**src/rtl/tsts_pkg.sv**
```systemverilog
// ----------------------------------------------------------------------------
// Target seek package
// Shared types, codes and reset values of the three-sonar target seek block.
// ----------------------------------------------------------------------------
package tsts_pkg;

  localparam int unsigned DistW  = 10;
  localparam int unsigned TimeW  = 32;
  localparam int unsigned ToutW  = 16;
  localparam int unsigned MissW  = 4;
  localparam int unsigned SpeedW = 8;
  localparam int unsigned CmdW   = 3;
  localparam int unsigned ModeW  = 2;
  localparam int unsigned CfgIdxW  = 3;
  localparam int unsigned CfgDataW = 16;

  typedef enum logic [2:0] {
    ModeSearch   = 3'b001,
    ModeApproach = 3'b010,
    ModeRotating = 3'b100
  } mode_e;

  localparam logic [ModeW-1:0] ModeCodeSearch   = 2'd0;
  localparam logic [ModeW-1:0] ModeCodeApproach = 2'd1;
  localparam logic [ModeW-1:0] ModeCodeRotating = 2'd2;

  typedef enum logic [CmdW-1:0] {
    CmdNone    = 3'd0,
    CmdForward = 3'd1,
    CmdStop    = 3'd2,
    CmdCcw     = 3'd3,
    CmdCw      = 3'd4
  } motor_cmd_e;

  localparam logic [CfgIdxW-1:0] CfgMiddleThreshold = 3'd0;
  localparam logic [CfgIdxW-1:0] CfgSideThreshold   = 3'd1;
  localparam logic [CfgIdxW-1:0] CfgGripThreshold   = 3'd2;
  localparam logic [CfgIdxW-1:0] CfgRotateTimeout   = 3'd3;
  localparam logic [CfgIdxW-1:0] CfgMissLimit       = 3'd4;
  localparam logic [CfgIdxW-1:0] CfgCruiseSpeed     = 3'd5;
  localparam logic [CfgIdxW-1:0] CfgTurnSpeed       = 3'd6;

  localparam logic [DistW-1:0]  RstMiddleThreshold = 10'd50;
  localparam logic [DistW-1:0]  RstSideThreshold   = 10'd50;
  localparam logic [DistW-1:0]  RstGripThreshold   = 10'd10;
  localparam logic [ToutW-1:0]  RstRotateTimeout   = 16'd5000;
  localparam logic [MissW-1:0]  RstMissLimit       = 4'd4;
  localparam logic [SpeedW-1:0] RstCruiseSpeed     = 8'd100;
  localparam logic [SpeedW-1:0] RstTurnSpeed       = 8'd105;

endpackage

```
**src/rtl/three_sonar_target_seek_fsm.sv**
```systemverilog
// ----------------------------------------------------------------------------
// Three-sonar target seek controller
// Runs one control pass per input word: search, approach and timed rotation
// toward an object seen by three sonars, with motor and speed commands out.
// ----------------------------------------------------------------------------
// Usage:
// An input word carries the left, middle and right distances and the current
// millisecond time. It is accepted when in_valid_i is high and in_stall_o is
// low. Each word produces exactly one result word on the output channel,
// accepted when out_valid_o is high and out_stall_i is low.
// The word is captured in an input register, the pass is evaluated from that
// register and the result lands in the output register that drives
// out_valid_o. One word is taken every cycle while the receiver does not
// stall; the state update from input register to output register sets the
// rate. While the receiver stalls, the result holds, one more word may wait
// in the input register, and then in_stall_o is raised.
// Configuration is written through cfg_we_i, cfg_idx_i and cfg_data_i; the
// user must write it only while the block is idle, which the block does not
// enforce. Reset sets search mode, clears the miss count, deadline and turn
// direction, restores config defaults and empties both pipeline registers.
// ----------------------------------------------------------------------------
module three_sonar_target_seek_fsm (
  input  logic                            clk_i,
  input  logic                            rst_ni,
  input  logic                            cfg_we_i,
  input  logic [tsts_pkg::CfgIdxW-1:0]    cfg_idx_i,
  input  logic [tsts_pkg::CfgDataW-1:0]   cfg_data_i,
  input  logic                            in_valid_i,
  output logic                            in_stall_o,
  input  logic [tsts_pkg::DistW-1:0]      dist_left_i,
  input  logic [tsts_pkg::DistW-1:0]      dist_middle_i,
  input  logic [tsts_pkg::DistW-1:0]      dist_right_i,
  input  logic [tsts_pkg::TimeW-1:0]      now_ms_i,
  output logic                            out_valid_o,
  input  logic                            out_stall_i,
  output logic [tsts_pkg::CmdW-1:0]       motor_cmd_o,
  output logic                            speed_write_o,
  output logic [tsts_pkg::SpeedW-1:0]     speed_value_o,
  output logic                            grip_ready_o,
  output logic                            extra_turn_o,
  output logic [tsts_pkg::ModeW-1:0]      mode_now_o
);
  import tsts_pkg::*;

  logic [DistW-1:0]  middle_thr_q, side_thr_q, grip_thr_q;
  logic [ToutW-1:0]  rotate_tout_q;
  logic [MissW-1:0]  miss_limit_q;
  logic [SpeedW-1:0] cruise_speed_q, turn_speed_q;

  logic              in_valid_q;
  logic [DistW-1:0]  dl_q, dm_q, dr_q;
  logic [TimeW-1:0]  now_q;

  mode_e             mode_q, mode_d;
  logic              turn_dir_q, turn_dir_d;
  logic [TimeW-1:0]  deadline_q, deadline_d;
  logic [MissW-1:0]  miss_q, miss_d, miss_inc;

  logic              out_valid_q;
  motor_cmd_e        cmd_q, cmd_d;
  logic              spd_w_q, spd_w_d;
  logic [SpeedW-1:0] spd_q, spd_d;
  logic              ready_q, ready_d;
  logic              extra_q, extra_d;
  logic [ModeW-1:0]  mode_code_q, mode_code_d;

  logic out_free, fire, in_take;
  logic seen_m, seen_l, seen_r, grip;

  assign out_free   = !out_valid_q || !out_stall_i;
  assign fire       = in_valid_q && out_free;
  assign in_stall_o = in_valid_q && !out_free;
  assign in_take    = in_valid_i && !in_stall_o;

  always_ff @(posedge clk_i or negedge rst_ni) begin
    if (!rst_ni) begin
      middle_thr_q   <= RstMiddleThreshold;
      side_thr_q     <= RstSideThreshold;
      grip_thr_q     <= RstGripThreshold;
      rotate_tout_q  <= RstRotateTimeout;
      miss_limit_q   <= RstMissLimit;
      cruise_speed_q <= RstCruiseSpeed;
      turn_speed_q   <= RstTurnSpeed;
    end else if (cfg_we_i) begin
      unique case (cfg_idx_i)
        CfgMiddleThreshold: middle_thr_q   <= cfg_data_i[DistW-1:0];
        CfgSideThreshold:   side_thr_q     <= cfg_data_i[DistW-1:0];
        CfgGripThreshold:   grip_thr_q     <= cfg_data_i[DistW-1:0];
        CfgRotateTimeout:   rotate_tout_q  <= cfg_data_i[ToutW-1:0];
        CfgMissLimit:       miss_limit_q   <= cfg_data_i[MissW-1:0];
        CfgCruiseSpeed:     cruise_speed_q <= cfg_data_i[SpeedW-1:0];
        CfgTurnSpeed:       turn_speed_q   <= cfg_data_i[SpeedW-1:0];
        default: begin
        end
      endcase
    end
  end

  always_ff @(posedge clk_i or negedge rst_ni) begin
    if (!rst_ni) begin
      in_valid_q <= 1'b0;
    end else if (in_take) begin
      in_valid_q <= 1'b1;
    end else if (fire) begin
      in_valid_q <= 1'b0;
    end
  end

  always_ff @(posedge clk_i) begin
    if (in_take) begin
      dl_q  <= dist_left_i;
      dm_q  <= dist_middle_i;
      dr_q  <= dist_right_i;
      now_q <= now_ms_i;
    end
  end

  assign seen_m   = dm_q < middle_thr_q;
  assign seen_l   = dl_q < side_thr_q;
  assign seen_r   = dr_q < side_thr_q;
  assign grip     = dm_q < grip_thr_q;
  assign miss_inc = miss_q + 1'b1;

  always_comb begin
    mode_d      = mode_q;
    turn_dir_d  = turn_dir_q;
    deadline_d  = deadline_q;
    miss_d      = miss_q;
    cmd_d       = CmdNone;
    spd_w_d     = 1'b0;
    spd_d       = '0;
    ready_d     = 1'b0;
    extra_d     = 1'b0;
    unique case (mode_q)
      ModeApproach: begin
        if (grip) begin
          miss_d  = '0;
          cmd_d   = CmdStop;
          ready_d = 1'b1;
          mode_d  = ModeSearch;
        end else if (seen_l != seen_r) begin
          miss_d     = '0;
          spd_w_d    = 1'b1;
          spd_d      = turn_speed_q;
          turn_dir_d = seen_r;
          cmd_d      = seen_r ? CmdCw : CmdCcw;
          mode_d     = ModeRotating;
          deadline_d = now_q + {{(TimeW-ToutW){1'b0}}, rotate_tout_q};
        end else if (seen_m || (seen_l && seen_r)) begin
          miss_d  = '0;
          spd_w_d = 1'b1;
          spd_d   = cruise_speed_q;
          cmd_d   = CmdForward;
        end else if (miss_inc >= miss_limit_q) begin
          mode_d = ModeSearch;
          miss_d = '0;
        end else begin
          miss_d = miss_inc;
        end
      end
      ModeRotating: begin
        miss_d = '0;
        cmd_d  = turn_dir_q ? CmdCw : CmdCcw;
        if (seen_m || (now_q >= deadline_q)) begin
          extra_d = 1'b1;
          mode_d  = ModeApproach;
          spd_w_d = 1'b1;
          spd_d   = cruise_speed_q;
          cmd_d   = seen_m ? CmdForward : CmdStop;
        end
      end
      default: begin
        if (seen_l || seen_m || seen_r) begin
          mode_d = ModeApproach;
        end else begin
          mode_d = ModeSearch;
          cmd_d  = CmdForward;
        end
      end
    endcase
    unique case (mode_d)
      ModeApproach: mode_code_d = ModeCodeApproach;
      ModeRotating: mode_code_d = ModeCodeRotating;
      default:      mode_code_d = ModeCodeSearch;
    endcase
  end

  always_ff @(posedge clk_i or negedge rst_ni) begin
    if (!rst_ni) begin
      mode_q      <= ModeSearch;
      turn_dir_q  <= 1'b0;
      deadline_q  <= '0;
      miss_q      <= '0;
      out_valid_q <= 1'b0;
    end else if (out_free) begin
      out_valid_q <= fire;
      if (fire) begin
        mode_q     <= mode_d;
        turn_dir_q <= turn_dir_d;
        deadline_q <= deadline_d;
        miss_q     <= miss_d;
      end
    end
  end

  always_ff @(posedge clk_i) begin
    if (fire) begin
      cmd_q       <= cmd_d;
      spd_w_q     <= spd_w_d;
      spd_q       <= spd_d;
      ready_q     <= ready_d;
      extra_q     <= extra_d;
      mode_code_q <= mode_code_d;
    end
  end

  assign out_valid_o   = out_valid_q;
  assign motor_cmd_o   = cmd_q;
  assign speed_write_o = spd_w_q;
  assign speed_value_o = spd_q;
  assign grip_ready_o  = ready_q;
  assign extra_turn_o  = extra_q;
  assign mode_now_o    = mode_code_q;

`ifndef SYNTHESIS
  // A grip ends the approach with a stop and a return to search.
  assert property (@(posedge clk_i) disable iff (!rst_ni)
    (out_valid_q && ready_q) |-> (cmd_q == CmdStop && mode_code_q == ModeCodeSearch))
    else $error("grip_ready without stop and search");

  // The end of a rotation always applies the cruise speed and goes to approach.
  assert property (@(posedge clk_i) disable iff (!rst_ni)
    (out_valid_q && extra_q) |-> (spd_w_q && spd_q == $past(cruise_speed_q)
                                  && mode_code_q == ModeCodeApproach))
    else $error("extra_turn without cruise speed write");

  // A speed value is only reported together with a speed write.
  assert property (@(posedge clk_i) disable iff (!rst_ni)
    (out_valid_q && !spd_w_q) |-> (spd_q == '0))
    else $error("speed_value set without speed_write");

  // The miss counter wraps back before reaching its top code.
  assert property (@(posedge clk_i) disable iff (!rst_ni)
    miss_q != {MissW{1'b1}})
    else $error("miss counter reached its top code");

  // A word held in the input register leaves only when the output side frees.
  assert property (@(posedge clk_i) disable iff (!rst_ni)
    (in_valid_q && !out_free) |=> (in_valid_q && out_valid_q))
    else $error("pending word lost during output stall");
`endif

endmodule

```
**config.mk**
```make
export PLATFORM = sky130hd
export DESIGN_NAME = three_sonar_target_seek_fsm
export DESIGN_NICKNAME = d
export VERILOG_FILES = /design/src/rtl/tsts_pkg.sv /design/src/rtl/three_sonar_target_seek_fsm.sv
export SDC_FILE = /design/constraint.sdc
export NUM_CORES = 1
export LEC_CHECK = 0
export BUFFER_PORTS_ARGS = -buffer_cell sky130_fd_sc_hd__buf_2
export CORE_ASPECT_RATIO = 0.75
export CORE_MARGIN = 2
export CORE_UTILIZATION = 59
export CTS_CLUSTER_DIAMETER = 80
export DETAILED_ROUTE_END_ITERATION = 8
export PLACE_DENSITY = 0.8
export SLEW_MARGIN = 0
export SYNTH_ARGS = -nofsm -noshare
export SYNTH_HDL_FRONTEND = slang
export SYNTH_SLANG_ARGS = --single-unit
```
**constraint.sdc**
```tcl
create_clock -name clk_i -period 4.63 [get_ports clk_i]
set_input_delay 0.2315 -clock clk_i [delete_from_list [all_inputs] [get_ports clk_i]]
set_output_delay 0.2315 -clock clk_i [all_outputs]
set_load 0.05 [all_outputs]
```
==> qor.txt, run 1 <==
Tcrit/Tclk final -> 83.9%
Post-route ant nets -> 0
TritonRoute pass-1 iters -> 5
Initial core utilization -> 60.4%
Yosys reg bits -> 186
Layout cells sized above 1 -> 21.0%
Die X -> 152 um
Postcts setup bufs -> 0
WP data required -> 4.98 ns
Hold Crit Class -> in2reg
Final wirelength -> 22100 um
Util after Layout -> 72.8%
Vias/cell -> 5.64
Total gr overflow -> 0
Critical path data arrival time -> 4.24 ns
Outcome -> complete, no violations
Endpoints failing setup -> 0
Clock skew -> 0.00803 ns
Setup slack, reg-to-reg -> 0.74 ns
Maximum vdd ir drop -> 0.228 mV
Peak Freq -> 257 MHz
Prevailing post-synth register cell -> dfrtp_1
Post-Syn Area -> 0.00970 mm2
Sequential-to-total area share from yosys stat -> 52.3%
GP Congestion -> 0.834
CTS Buf Count -> 17
Area leader, netlist -> edfxtp_1
R2R Path Start -> side_thr_q[5]
Post-synth top cells -> nand2_1, ha_1, inv_1, dfrtp_1, edfxtp_1
Ys async rst share -> 58.1%
Crit Path Max Fanout -> 19
Vias -> 7158
Most instantiated library cell after synthesis -> nand2_1
Synth warn -> 0
FILL cells -> 1107
Setup total negative slack -> 0 ns
Fin crit period -> 3.89 ns
Port bufs -> 103
DIE HEIGHT -> 115 um
Vias in the first global route -> 7169
Num Clock Sinks -> 186
Starting DRT DRC Count -> 477
CP startpoint kind -> flop
Initial antenna violation count -> 2
DP HPWL -> 15200 um
Full die area -> 0.0175 mm2
Hold Startpoint -> cfg_data_i[10]
Hold path cells -> 2
Synth Area per Inst -> 11.2 um2
Critical path endpoint category -> flop
Slew Limit Fails -> 0
Reg2reg end -> deadline_q[29]
P&R area growth vs syn -> 20.5%
H-tree Lvls -> 4
Core Area -> 0.0161 mm2
LEAKAGE -> 0.00522 uW
Post-synthesis cell type count -> 72
DRC violations left -> 0
Longest Clk Path Bufs -> 2
End of the worst hold path -> rotate_tout_q[10]
First-pass GRT wire length -> 35900 um
Cells on worst reg2reg path -> 13
Slew @ Worst Pin -> 1.09 ns
Gate Count Post-Synth -> 867
# resized after CTS -> 0
Rows -> 40
Power density cells -> 462 mW/mm2
Worst-path clk slew -> 0.07 ns
Post-layout nets -> 1224
Yosys top cell area share -> 24.1%
TritonCTS clock tree -> yes
Max Cap Viol -> 0
Total GRT Usage -> 26.1%
Post-synth EDFFs -> 78
Critical path type -> reg2reg
Top Ports -> 104
Root Driver -> clkbuf_16
Synth area leaders -> edfxtp_1, dfrtp_1, ha_1
Slew HR -> 26.9%
Final-report hold violation count -> 0
Syn_nets -> 1046
Largest net degree at the start of global routing -> 60
Worst skew pair latency -> 0.43 ns
RSZ-0062 raised after global routing -> false
Drt wl/cell -> 17.4 um
[cell families (layout without fill, tap and decap cells)]
logic type                 Yosys count  in the layout  share of synthesized area [%]
AOI/OAI and AO/OA                  201            201                           13.0
xor gates and xnor gates            23             23                           2.08
adders and majority gates           93             93                           12.1
buffers and inverters              104            295                           4.27
DFF                                186            186                           52.3
muxes                               44             44                           5.03
other                                0              2                              0
and+or+nand+nor                    216            216                           11.3
[repair_timing]
action,in CTS,in global routing
hold buffers,64,0
endpoints found under the setup margin,0,0
endpoints found under the hold margin,103,0
[worst max path at each step]
stage          slack (ns)     startpoint  depth (start not counted)              to
2_1_floorplan        1.41  side_thr_q[5]                         13  deadline_q[19]
3_3_place_gp         0.96  side_thr_q[5]                         13  deadline_q[29]
3_5_place_dp         0.82  side_thr_q[5]                         13  deadline_q[29]
4_1_cts              0.77  side_thr_q[5]                         13  deadline_q[29]
5_1_grt              0.55  side_thr_q[5]                         13  deadline_q[29]
6_report             0.74  side_thr_q[5]                         13  deadline_q[29]
[state kept, by name, summed over array words and instances, names as in the netlist, 2 cells and up]
signal and count:
miss_limit_q 4, grip_thr_q 10, turn_speed_q 8, motor_cmd_o 3, miss_q 4, speed_value_o 8
mode_now_o 2, side_thr_q 10, now_q 32, dm_q 10, mode_q 3, dr_q 10
dl_q 10, deadline_q 32, cruise_speed_q 8, rotate_tout_q 16, middle_thr_q 10
[final cells by class]
type | count | area [um2] | share of cell area, %
diodes | 2 | 5.00 | 0.0428
clock buffers | 17 | 425 | 3.64
clock inverters | 15 | 174 | 1.49
inverters | 91 | 343 | 2.93
multi-input cells | 577 | 4220 | 36.1
flip-flops and latches | 186 | 5070 | 43.4
well taps | 210 | 263 | 2.25
repair buffers | 172 | 1200 | 10.2
[cell usage in the layout, fill, tap and decap left out, types with 36 or more instances in the layout]
cell type / count
a21oi_1: 36
dfrtp_1: 86
ha_1: 92
mux2_2: 38
inv_1: 88
edfxtp_1: 78
nand2_1: 105
o21ai_0: 76
buf_2: 102
dlygate4sd3_1: 64
[worst max-delay path, cell delays in order (launching register included)]
cell and delay (ns):
dfstp_2 0.52, inv_1 0.07, ha_1 0.21, or4_1 0.47, a21oi_1 0.13, o21ai_1 0.11, a221o_1 0.37, inv_1 0.11
ha_1 0.31, or3_4 0.46, nor3_4 0.51, buf_4 0.34, nor2_1 0.06, a31oi_1 0.13
[metrics by stage]
step	total power [uW]	hold WS, ns	setup WS, ns	std cells	area [um2]
after floorplan	3420	-0.0641	1.41	867	9700
after global placement	3780	0.289	0.962	1172	10500
after detailed placement	3860	0.292	0.822	1172	10500
after CTS	5400	0.0212	0.769	1268	11700
after global routing	5740	0.0236	0.547	1269	11700
final	5410	0.0308	0.744	1270	11700
[report_power, final]
group          total (uW)  internal, uW  leakage, uW  switching, uW
clock network        1490           815     0.000293            670
logic                1640           670      0.00289            975
registers            2280          2100      0.00203            172
[per-layer routing]
| layer | up-vias | global-route usage, % | wire length, um |
|---|---|---|---|
| met1 | 3455 | 35.0 | 10100 |
| met2 | 201 | 42.2 | 10300 |
| met3 | 37 | 6.14 | 1160 |
| met4 | 0 | 9.60 | 447 |
| li1 | 3465 | - | - |
| met5 | - | 0 | 0 |
(Power assumes the default switching activity.)
==> inputs of run 2 (changes only) <==
CORE_UTILIZATION = 54   (was 59)
PLACE_DENSITY = 0.77   (was 0.8)
clock period = 3.37 ns   (was 4.63 ns; I/O delays follow)
==> qor.txt, run 2 (synthesis gave the netlist of run 1 again) <==
Outcome -> complete, no violations
Peak Freq -> 306 MHz
Post-layout nets -> 1242
Total GRT Usage -> 24.4%
Slew @ Worst Pin -> 0.963 ns
Critical path type -> reg2reg
Core Area -> 0.0176 mm2
Endpoints failing setup -> 0
Root Driver -> clkbuf_16
Port bufs -> 103
Tcrit/Tclk final -> 97.1%
Crit Path Max Fanout -> 7
Vias in the first global route -> 7196
Post-route cell area -> 0.0119 mm2
DP HPWL -> 15100 um
Antenna diode count -> 0
DRC violations left -> 0
FILL cells -> 1257
CTS Buf Count -> 17
Rows -> 42
Net Sw Power -> 2550 uW
Sequential power share -> 42.0%
Vias/cell -> 5.41
Hold Startpoint -> cfg_data_i[8]
Sw frac -> 34.3%
Full die area -> 0.0191 mm2
DIE HEIGHT -> 120 um
Largest net degree at the start of global routing -> 58
Layout cells sized above 1 -> 22.2%
Final-report hold violation count -> 0
Total gr overflow -> 0
R2R Path Start -> side_thr_q[5]
Critical path data arrival time -> 3.60 ns
Vias -> 7136
Num Clock Sinks -> 186
TritonCTS clock tree -> yes
Clock power share -> 26.8%
Die X -> 159 um
Register area -> 0.00507 mm2
Max Cap Viol -> 0
GP Congestion -> 0.867
Critical path endpoint category -> flop
Top Registers -> deadline_q (32), now_q (32), rotate_tout_q (16)
Hold Crit Class -> in2reg
Worst-path clk slew -> 0.08 ns
DP Area -> 0.0106 mm2
Fin crit period -> 3.27 ns
Gate power share -> 31.2%
Util after Layout -> 67.9%
TritonRoute pass-1 iters -> 5
Longest Clk Path Bufs -> 2
Initial core utilization -> 55.1%
Multi-input gate area -> 0.00425 mm2
Drt wl/cell -> 16.9 um
Top Ports -> 104
Commonest non-fill, non-tap cells in the layout -> nand2_1, buf_2, ha_1
Post-route ant nets -> 0
Clock skew -> 0.0115 ns
LEAKAGE -> 0.00532 uW
Worst skew pair latency -> 0.44 ns
Starting DRT DRC Count -> 411
Initial antenna violation count -> 0
Slew HR -> 35.5%
Slew Limit Fails -> 0
First-pass GRT wire length -> 36400 um
Commonest non-fill, non-tap cell in the layout -> nand2_1
WP data required -> 3.70 ns
H-tree Lvls -> 4
Setup slack, reg-to-reg -> 0.1 ns
Power density cells -> 621 mW/mm2
Worst Setup SP -> side_thr_q[5]
P&R area growth vs syn -> 23.1%
Maximum vdd ir drop -> 0.286 mV
CP startpoint kind -> flop
Pint -> 4870 uW
Final wirelength -> 22300 um
run 2: cell types whose count changed in the layout (fill, tap and decap cells not counted), moves of 2 or more:
cell / change
o21ai_0: -3
buf_4: +6
clkinv_4: +2
inv_8: +6
buf_12: +4
dlygate4sd3_1: +7
bufinv_16: -2
o21ai_1: +3
inv_6: -6
inv_4: +2
diode_2: -2
run 2: per-layer routing:
| layer | part of all wire [%] | track usage (%) | wire length, um | vias up |
|---|---|---|---|---|
| li1 | - | - | - | 3496 |
| met1 | 46 | 33.4 | 10200 | 3443 |
| met2 | 47 | 39.2 | 10400 | 174 |
| met3 | 5.9 | 6.12 | 1310 | 23 |
| met4 | 1.3 | 5.85 | 295 | 0 |
| met5 | 0 | 0 | 0 | - |
run 2: through the flow:
stage	instances	power [uW]	TNS (ns)	hold WS, ns	setup slack [ns]
after floorplan	867	4700	0	-0.127	0.148
after global placement	1213	5230	0	0.291	0.0412
after detailed placement	1213	5330	-0.0147	0.297	-0.0127
after CTS	1318	7410	0	0.00359	0.0156
after global routing	1318	7900	-0.0670	0.0286	-0.0206
final	1318	7420	0	0.00758	0.0988
run 2: final timing paths:
check,to,depth (start not counted)
setup / recovery,deadline_q[12],12
hold / removal,grip_thr_q[8],3
setup reg to reg,deadline_q[12],12
hold reg to reg,deadline_q[22],2
max in group asynchronous,side_thr_q[1],3
min in group asynchronous,rotate_tout_q[13],2
run 2: what timing repair did:
action	in CTS	in global routing
endpoints found under the setup margin	17	41
hold endpoints to repair	114	0
pin swaps	3	2
resized for setup	2	10
buffers inserted	2	0
hold buffers	71	0
run 2: critical path: stages, from the launching register on:
cell	delay (ns)
dfstp_2	0.53
inv_1	0.06
ha_1	0.20
or4_1	0.50
a21oi_2	0.12
o21ai_1	0.08
a221o_1	0.35
inv_2	0.10
ha_4	0.22
or3_4	0.36
nor3_4	0.17
buf_12	0.15
mux2_2	0.32
run 2: final cells by class:
class	count	share of cell area [%]
timing repair buffer	190	11.7
tap	242	2.53
inverter	91	2.87
multi-input combinational	577	35.5
clock buffer	18	3.68
sequential	186	42.5
clock inverter	14	1.19
run 2: power groups by stage:
stage               logic, uW  registers [uW]  clock network, uW
global route             2610            3170               2120
floorplan                1500            3200                  0
CTS                      2290            3120               2010
finish                   2320            3120               1990
detailed placement       2170            3160                  0
global placement         2090            3140                  0
==> inputs of run 3 (changes only) <==
==> constraint.sdc (replaced) <==
create_clock -name clk_i -period 3.37 [get_ports clk_i]
set_input_delay 0 -clock clk_i [delete_from_list [all_inputs] [get_ports clk_i]]
set_output_delay 0 -clock clk_i [all_outputs]
set_load 0.05 [all_outputs]
==> qor.txt, run 3 (synthesis gave the netlist of run 1 again) <==
Rows -> 42
Placed Cells -> 1213
Setup slack, reg-to-reg -> 0.06 ns
Endpoints failing setup -> 0
Crit Path Max Fanout -> 6
Clock skew -> 0.0112 ns
Commonest non-fill, non-tap cells in the layout -> nand2_1, buf_2, ha_1
CP startpoint kind -> flop
Num Clock Sinks -> 186
Commonest non-fill, non-tap cell in the layout -> nand2_1
WP data required -> 3.68 ns
First-pass GRT wire length -> 36900 um
Util after Layout -> 69.5%
Vias -> 7280
Reg2reg end -> deadline_q[14]
Vias/cell -> 5.42
Worst-path clk slew -> 0.08 ns
Die X -> 159 um
Initial antenna violation count -> 0
Cells on worst reg2reg path -> 14
Slew Limit Fails -> 0
Slew HR -> 25.8%
DRC violations left -> 0
TritonCTS clock tree -> yes
Maximum vdd ir drop -> 0.296 mV
Post-layout nets -> 1266
DIE HEIGHT -> 120 um
DP Area -> 0.0106 mm2
P&R area growth vs syn -> 26.1%
Largest net degree at the start of global routing -> 63
Port bufs -> 103
Outcome -> complete, no violations
Top Ports -> 104
Fin crit period -> 3.31 ns
Tcrit/Tclk final -> 98.1%
H-tree Lvls -> 4
Worst Setup SP -> side_thr_q[5]
Top Registers -> deadline_q (32), now_q (32), rotate_tout_q (16)
Post-route ant nets -> 0
Starting DRT DRC Count -> 540
Final-report hold violation count -> 0
DP HPWL -> 15000 um
Antenna diode count -> 0
TritonRoute pass-1 iters -> 5
Slew @ Worst Pin -> 1.11 ns
FILL cells -> 1221
Total gr overflow -> 0
Post-Layout Cell Count -> 1342
Peak Freq -> 302 MHz
Power density cells -> 612 mW/mm2
Initial core utilization -> 55.1%
Vias in the first global route -> 7190
Max Cap Viol -> 0
Drt wl/cell -> 17.1 um
Final wirelength -> 22900 um
Critical path endpoint category -> flop
Hold Crit Class -> in2async
Full die area -> 0.0191 mm2
Critical path data arrival time -> 3.62 ns
Critical path type -> reg2reg
Root Driver -> clkbuf_16
Core Area -> 0.0176 mm2
R2R Path Start -> side_thr_q[5]
LEAKAGE -> 0.00543 uW
Total Power -> 7480 uW
GP Congestion -> 0.856
Post-route cell area -> 0.0122 mm2
Worst skew pair latency -> 0.44 ns
Layout cells sized above 1 -> 22.8%
Longest Clk Path Bufs -> 2
CTS Buf Count -> 17
Total GRT Usage -> 24.6%
==> run 3: worst max-delay path: stages (launching register included) <==
cell and delay [ns]:
dfstp_2 0.53, inv_2 0.04, ha_2 0.17, or4_4 0.48, a21oi_2 0.14, o21ai_2 0.08
a221o_1 0.36, inv_2 0.10, ha_4 0.21, or3_4 0.43, inv_6 0.09, nand3_4 0.16
clkbuf_16 0.25, nand2_1 0.06, o21ai_0 0.07
==> run 3: how the worst max path moves through the flow <==
| stage | to | depth (start not counted) | slack (ns) |
|---|---|---|---|
| finish | deadline_q[14] | 14 | 0.06 |
| global route | deadline_q[18] | 14 | -0.03 |
| CTS | deadline_q[12] | 12 | 0.02 |
| detailed placement | deadline_q[10] | 13 | 0.008 |
| global placement | deadline_q[12] | 12 | 0.08 |
| floorplan | deadline_q[19] | 13 | 0.15 |
==> run 3: layout make-up <==
type,count,area (um2),share of cell area [%]
clock buffers,18,429,3.51
clock inverters,14,163,1.33
inverters,91,347,2.83
multi-input cells,577,4270,34.9
flip-flops and latches,186,5070,41.5
well taps,242,303,2.47
repair buffers,214,1660,13.5
==> run 3: repair_timing <==
item                                    4_1_cts  5_1_grt
hold endpoints to repair                    169        0
pin swaps                                     3        4
endpoints found under the setup margin       21       40
hold buffers                                 86        0
gates cloned                                  0        4
buffers inserted                              3        4
gates resized for setup                       3       18
==> run 3: metrics by stage <==
step	hold slack, ns	worst slack, ns	TNS (ns)
detailed placement	0.0994	0.00778	0
floorplan	-0.296	0.148	0
CTS	0.193	0.0185	0
global placement	0.0933	0.0823	0
finish	0.167	0.0632	0
global route	0.247	-0.0274	-0.114
==> run 3: power breakdown <==
part           internal (uW)  switching (uW)
Clock                    994             977
Sequential              2890             233
Combinational           1010            1380
==> run 3: routing by layer <==
| layer | vias to the layer above | track usage [%] | wire length [um] |
|---|---|---|---|
| met4 | 0 | 6.94 | 377 |
| li1 | 3554 | - | - |
| met5 | - | 0 | 0 |
| met1 | 3469 | 34.7 | 10600 |
| met2 | 224 | 39.0 | 10600 |
| met3 | 33 | 5.12 | 1360 |
